$ cat src/bums_pkg.sv
package bums_pkg;

  localparam int MAX_ELEMENTS_DEF = 64;
  localparam int DATA_WIDTH_DEF   = 32;
  localparam int VALUE_WIDTH      = 32;

  typedef enum logic [2:0] {
    ST_LOAD   = 3'b001,
    ST_SETTLE = 3'b010,
    ST_EMIT   = 3'b100
  } sort_state_t;

  typedef struct packed {
    logic shift;   // move every held element one cell toward the output
    logic active;  // insertion wave may run
  } cell_ctl_t;

endpackage

$ cat src/bums_cell.sv
module bums_cell #(
  parameter int DATA_WIDTH = bums_pkg::DATA_WIDTH_DEF
) (
  input  logic                  clk,
  input  logic                  rst,
  input  bums_pkg::cell_ctl_t   ctl,
  input  logic                  in_valid,
  input  logic [DATA_WIDTH-1:0] in_data,
  input  logic                  right_valid,
  input  logic [DATA_WIDTH-1:0] right_data,
  output logic                  held_valid,
  output logic [DATA_WIDTH-1:0] held_data,
  output logic                  pass_valid,
  output logic [DATA_WIDTH-1:0] pass_data
);
  import bums_pkg::*;

  logic in_smaller;

  assign in_smaller = $signed(in_data) < $signed(held_data);

  // Keep the smaller of held and incoming, hand the larger to the right.
  always_ff @(posedge clk) begin
    if (rst) begin
      held_valid <= 1'b0;
      pass_valid <= 1'b0;
    end else if (ctl.shift) begin
      held_valid <= right_valid;
      held_data  <= right_data;
      pass_valid <= 1'b0;
    end else begin
      pass_valid <= 1'b0;
      if (ctl.active && in_valid) begin
        if (!held_valid) begin
          held_valid <= 1'b1;
          held_data  <= in_data;
        end else if (in_smaller) begin
          held_data  <= in_data;
          pass_valid <= 1'b1;
          pass_data  <= held_data;
        end else begin
          pass_valid <= 1'b1;
          pass_data  <= in_data;
        end
      end
    end
  end

endmodule

$ cat config.mk
export PLATFORM = sky130hd
export DESIGN_NAME = bums_cell
export DESIGN_NICKNAME = d
export VERILOG_FILES = /design/src/bums_pkg.sv /design/src/bums_cell.sv
export SDC_FILE = /design/constraint.sdc
export NUM_CORES = 1
export LEC_CHECK = 0
export ABC_AREA = 1
export BUFFER_PORTS_ARGS = -buffer_cell sky130_fd_sc_hd__buf_2
export CAP_MARGIN = 20
export CELL_PAD_IN_SITES_DETAIL_PLACEMENT = 1
export CELL_PAD_IN_SITES_GLOBAL_PLACEMENT = 1
export CORE_MARGIN = 2
export CORE_UTILIZATION = 37
export CTS_BUF_LIST = sky130_fd_sc_hd__clkbuf_4 sky130_fd_sc_hd__clkbuf_8
export DETAILED_ROUTE_END_ITERATION = 12
export PLACE_DENSITY_LB_ADDON = 0.2
export SLEW_MARGIN = 0
export SYNTH_ARGS = -nofsm -noshare
export SYNTH_HDL_FRONTEND = slang
export SYNTH_SLANG_ARGS = --single-unit
$ cat constraint.sdc
create_clock -name clk -period 2.7 [get_ports clk]
set_input_delay 0.27 -clock clk [delete_from_list [all_inputs] [get_ports clk]]
set_output_delay 0.27 -clock clk [all_outputs]
set_load 0.05 [all_outputs]
==> flow_metrics.tcl, run 1 <==
set metrics [dict create \
    status "complete, no violations" \
    ctsResizeCount 0 \
    vias 3286 \
    n_fill_cell 1247 \
    cts_buffers 9 \
    grt_pass1_vias 3507 \
    hold_class "in -> reg" \
    finalCritPeriodShare_pct 91.1 \
    cts_tree "done" \
    syn-num-nets 524 \
    fin_skew_ps 7.85 \
    diodes 0 \
    synth_seq_area_share_pct 53.2 \
    synth_edf_count 64 \
    powerDensity_mw_per_mm2 549 \
    cts_sinks 66 \
    die_height_um 104 \
    cp.required_ps 2800 \
    syn2layout_area_growth_pct 28.2 \
    tightest_slew_ps 682 \
    r2r_start "held_data[5]" \
    hold_depth 2 \
    initial_core_util_pct 37.9 \
    fmax_mhz 407 \
    netlist_area_mm2 0.00369 \
    syn_avg_cell_area_um2 8.73 \
    grtUsageTotal_pct 19.9 \
    cts_setup_buffers 0 \
    endpoint_kind "register" \
    antenna_found_initial 0 \
    rsz0062_at_grt "no" \
    crit_slowest_cell "edfxtp_1" \
    viasPerCell 4.68 \
    cap_violations 0 \
    cp.arrival_ps 2560 \
    crit_top_cell "nand2_1" \
    io_buffers 135 \
    layout_setup_ws_ps 240 \
    overflow 0 \
    p_leak_uw 0.00247 \
    first_iter_violations 73 \
    fp-row-count 36 \
    cts-root-buf "clkbuf_8" \
    cts_max_path_buffers 2 \
    routedWlPerCell_um 14.9 \
    cp_slowest_stage_delay_ps 430 \
    globalplace.congestion 0.747 \
    reg2regPathDepth 15 \
    yosysWarningCount 0 \
    maxSlewViolCount 0 \
    drt_wl_total_um 10500 \
    drt_pass1_iterations 4 \
    relSlewSlack_pct 54.5 \
    hold_viol_final 0 \
    dp_slack_ps 246 \
    cts_max_level 3 \
    final_util_pct 48.6 \
    dp_cells 686 \
    clk_pin_slew_ps 80 \
    synth.largest_area_cell "edfxtp_1" \
    criticalPathCategory "reg -> reg" \
    ioPinCount 136 \
    ys_seq_elements 66 \
    drc 0 \
    dieArea_mm2 0.0108 \
    whs_endpoint "pass_valid" \
    synthFlopType "edfxtp_1" \
    async_reset_ff_share_pct 0 \
    startpoint_type "register" \
    cts_hold_buffers 0 \
    holdCritStartpoint "rst" \
    ys_top_cells_by_count "nand2_1 (215), edfxtp_1 (64), inv_1 (44)" \
    clk_latency_ps 340 \
    setup_viol 0 \
    nets 665 \
    synth_most_common_cell "nand2_1" \
    synthTopCellsByArea "edfxtp_1 (52%), nand2_1 (22%), ha_1 (11%)" \
    drive_gt1_share_pct 29.9 \
    syn_inst 423 \
    hold_ws_ps 176 \
    post-route-min-period_ps 2460 \
    synth.top_cell.area_share_pct 52.1 \
    postRouteAntennaNets 0 \
    grt_start_max_net_pins 33 \
    dp_hpwl_um 7870 \
    path_cells "inv_1 -> ha_1 -> a21oi_1 -> nor2_1 -> nor3_1 -> nand2_1 -> nand2_1 -> nand2_1 -> nand2_2 -> nand2_4 -> nand2_2 -> nand2_2 -> buf_4 -> nand2_1 -> nand2_1" \
    grt_pass1_wl_um 17200 \
    core_mm2 0.00973 \
    path_max_fanout 17 \
    peakVddDrop_uv 253 \
    die_width_um 104 \
    fin_cells 702 \
    synthDistinctLibCells 20 \
    rr_endpoint "pass_data[16]" \
    reg2reg_slack_ps 240 \
    finalSetupTns_ps 0 \
]
[cell type report]
type	instances	area [um2]	area share (%)
sequential	66	1960	41.5
timing repair buffer	143	781	16.5
clock inverter	4	18.8	0.397
tap	133	166	3.52
multi-input combinational	300	1490	31.5
clock buffer	12	146	3.09
inverter	44	169	3.57
[report_power, final]
group	switching (uW)	internal [uW]	total (uW)
clock	380	357	738
combinational	437	203	640
sequential	26.8	1200	1220
[state kept, by name, summed over array words and instances (netlist names)]
register	cells
held_data	32
pass_data	32
pass_valid	1
held_valid	1
[stage by stage]
stage	power, uW	area, um2
2_1_floorplan	1680	3700
3_3_place_gp	1860	4540
3_5_place_dp	1900	4570
4_1_cts	2630	4730
5_1_grt	2750	4730
6_report	2600	4730
[placed cells by master, fill, tap and decap left out, drive strengths merged]
master	instances
nand2	221
buf	143
edfxtp	64
inv	43
ha	31
a21oi	15
nor2	15
clkbuf	12
nand3	7
o21ai	7
clkinv	4
nor3	2
dfxtp	2
nand4	1
clkinvlp	1
a211oi	1
[layer usage]
layer  global-route usage, %  share of wire, %
met1                    23.5                42
met2                    36.4                52
met3                    5.45               5.6
met4                    3.76              0.92
met5                       0                 0
[worst max-delay path by stage]
stage	from	endpoint	slack, ps
floorplan	held_data[31]	held_data[0]	5
CTS	held_data[5]	pass_data[16]	220
global placement	held_data[5]	pass_data[18]	340
finish	held_data[5]	pass_data[16]	240
global route	held_data[5]	pass_data[16]	20
detailed placement	held_data[5]	pass_data[16]	250
[kinds of logic (layout without fill, tap and decap cells)]
logic type	Yosys count	in the layout	share of synthesized area, %
buffers and inverters	57	203	6.71
AO/OA/AOI/OAI	23	23	3.49
flip-flops	66	66	53.2
adder cells (fa/ha/maj)	31	31	10.5
AND/OR/NAND/NOR	246	246	26.1
[critical path: cells and delay by family, from the launching register on]
kind            cells  cell delay (ps)
simple gates       11             1030
flops               1              430
buf+inv             2              370
fa+ha+maj           1              240
compound gates      1              150
No activity file was read; power rests on OpenSTA's default activity.
==> run 2, diff against run 1 <==
==> constraint.sdc (replaced) <==
create_clock -name clk -period 2.7 [get_ports clk]
set_input_delay 0.135 -clock clk [delete_from_list [all_inputs] [get_ports clk]]
set_output_delay 0.135 -clock clk [all_outputs]
set_load 0.05 [all_outputs]
==> flow_metrics.tcl, run 2 (same netlist as run 1, synthesis figures left out) <==
set metrics [dict create \
    grtUsageTotal_pct 20.8 \
    cap_violations 0 \
    cp.arrival_ps 2540 \
    drt_pass1_iterations 4 \
    grt_pass1_wl_um 17600 \
    cts_hold_buffers 0 \
    clk_pin_slew_ps 70 \
    vias 3357 \
    fp-row-count 36 \
    p_leak_uw 0.00249 \
    die_width_um 104 \
    setup_viol 0 \
    cts_max_level 3 \
    largestRegisters "held_data (32), pass_data (32)" \
    drt_wl_total_um 10900 \
    rsz0062_at_grt "no" \
    relSlewSlack_pct 60.7 \
    final_common_cell "nand2_1" \
    reg2reg_slack_ps 270 \
    startpoint_type "register" \
    hold_ws_ps 26.5 \
    finalSetupTns_ps 0 \
    hold_viol_final 0 \
    nets 671 \
    endpoint_kind "register" \
    grt_start_max_net_pins 32 \
    busiest_layer "met2" \
    layout_setup_ws_ps 271 \
    powerDensity_mw_per_mm2 566 \
    met1_usage_pct 23.9 \
    viasPerCell 4.74 \
    antenna_found_initial 0 \
    first_iter_violations 79 \
    maxSlewViolCount 0 \
    path_max_fanout 13 \
    globalplace.congestion 0.778 \
    fmax_mhz 412 \
    cts_max_path_buffers 2 \
    diodes 0 \
    dieArea_mm2 0.0108 \
    io_buffers 135 \
    finalCritPeriodShare_pct 90.0 \
    grt_pass1_vias 3572 \
    fin_skew_ps 7.46 \
    grtUsageMet2_pct 37.3 \
    cts-root-buf "clkbuf_8" \
    post-route-min-period_ps 2430 \
    final_cell_mix "nand2_1 (215), buf_2 (135), edfxtp_1 (64)" \
    cts_tree "done" \
    initial_core_util_pct 37.9 \
    syn2layout_area_growth_pct 29.6 \
    tightest_slew_ps 589 \
    peakVddDrop_uv 196 \
    clk_latency_ps 350 \
    cts_buffers 9 \
    drc 0 \
    criticalPathCategory "reg -> reg" \
    cts_sinks 66 \
    die_height_um 104 \
    use_met3_pct 5.26 \
    routedWlPerCell_um 15.3 \
    ioPinCount 136 \
    overflow 0 \
    cp.required_ps 2810 \
    hold_class "in -> reg" \
    final_util_pct 49.2 \
    drive_gt1_share_pct 30.1 \
    core_mm2 0.00973 \
    status "complete, no violations" \
    dp_slack_ps 107 \
    dp_hpwl_um 8390 \
    postRouteAntennaNets 0 \
]
run 2: changes by cell type in the layout (fill, tap and decap cells not counted):
cell / previous run / this run
buf_4: 5 / 11
clkinv_1: 1 / 4
clkinv_2: 3 / 0
buf_16: 1 / 0
buf_8: 0 / 1
bufinv_16: 0 / 1
clkbuf_4: 3 / 2
run 2: per-layer routing:
| metal | part of all wire [%] | wire length [um] |
|---|---|---|
| met5 | 0 | 0 |
| met4 | 2.0 | 218 |
| met3 | 5.6 | 606 |
| met2 | 51 | 5560 |
| met1 | 41 | 4470 |
run 2: area by class of cell:
cell class	instances	area, um2
Multi-Input combinational cell	300	1490
Clock inverter	5	45.0
Inverter	44	169
Clock buffer	11	139
Tap cell	133	166
Fill cell	1255	4950
Sequential cell	66	1960
Timing Repair Buffer	149	813
run 2: final timing paths:
kind | to | startpoint | cells past startpoint
min | pass_valid | rst | 2
max reg2reg | held_data[10] | held_data[5] | 15
max | held_data[10] | held_data[5] | 15
min reg2reg | held_valid | held_valid | 2
run 2: power breakdown:
part | total, uW | switching [uW] | internal [uW]
sequential | 1220 | 27.9 | 1200
combinational | 652 | 444 | 207
clock | 830 | 395 | 436
run 2: what timing repair did:
action / 4_1_cts / 5_1_grt
buffers inserted: 0 / 4
gates resized for setup: 0 / 0
endpoints found under the setup margin: 0 / 23
endpoints found under the hold margin: 0 / 0
run 2: per-stage QoR:
step	instance area, um2	instances	total power (uW)
floorplan	3700	423	1680
global placement	4550	687	1870
detailed placement	4550	687	1900
CTS	4740	703	2730
global route	4780	708	2840
finish	4780	708	2710
run 2: critical path: stages, from the launching register on:
cell and delay (ps):
edfxtp_1 430, inv_1 80, ha_1 240, a21oi_1 150, nor2_1 50, nor3_1 130, nand2_1 100, nand2_1 60
nand2_1 80, nand2_2 110, nand2_4 70, nand2_2 70, nand3_1 80, nand2_1 120, clkinvlp_4 200, buf_12 210
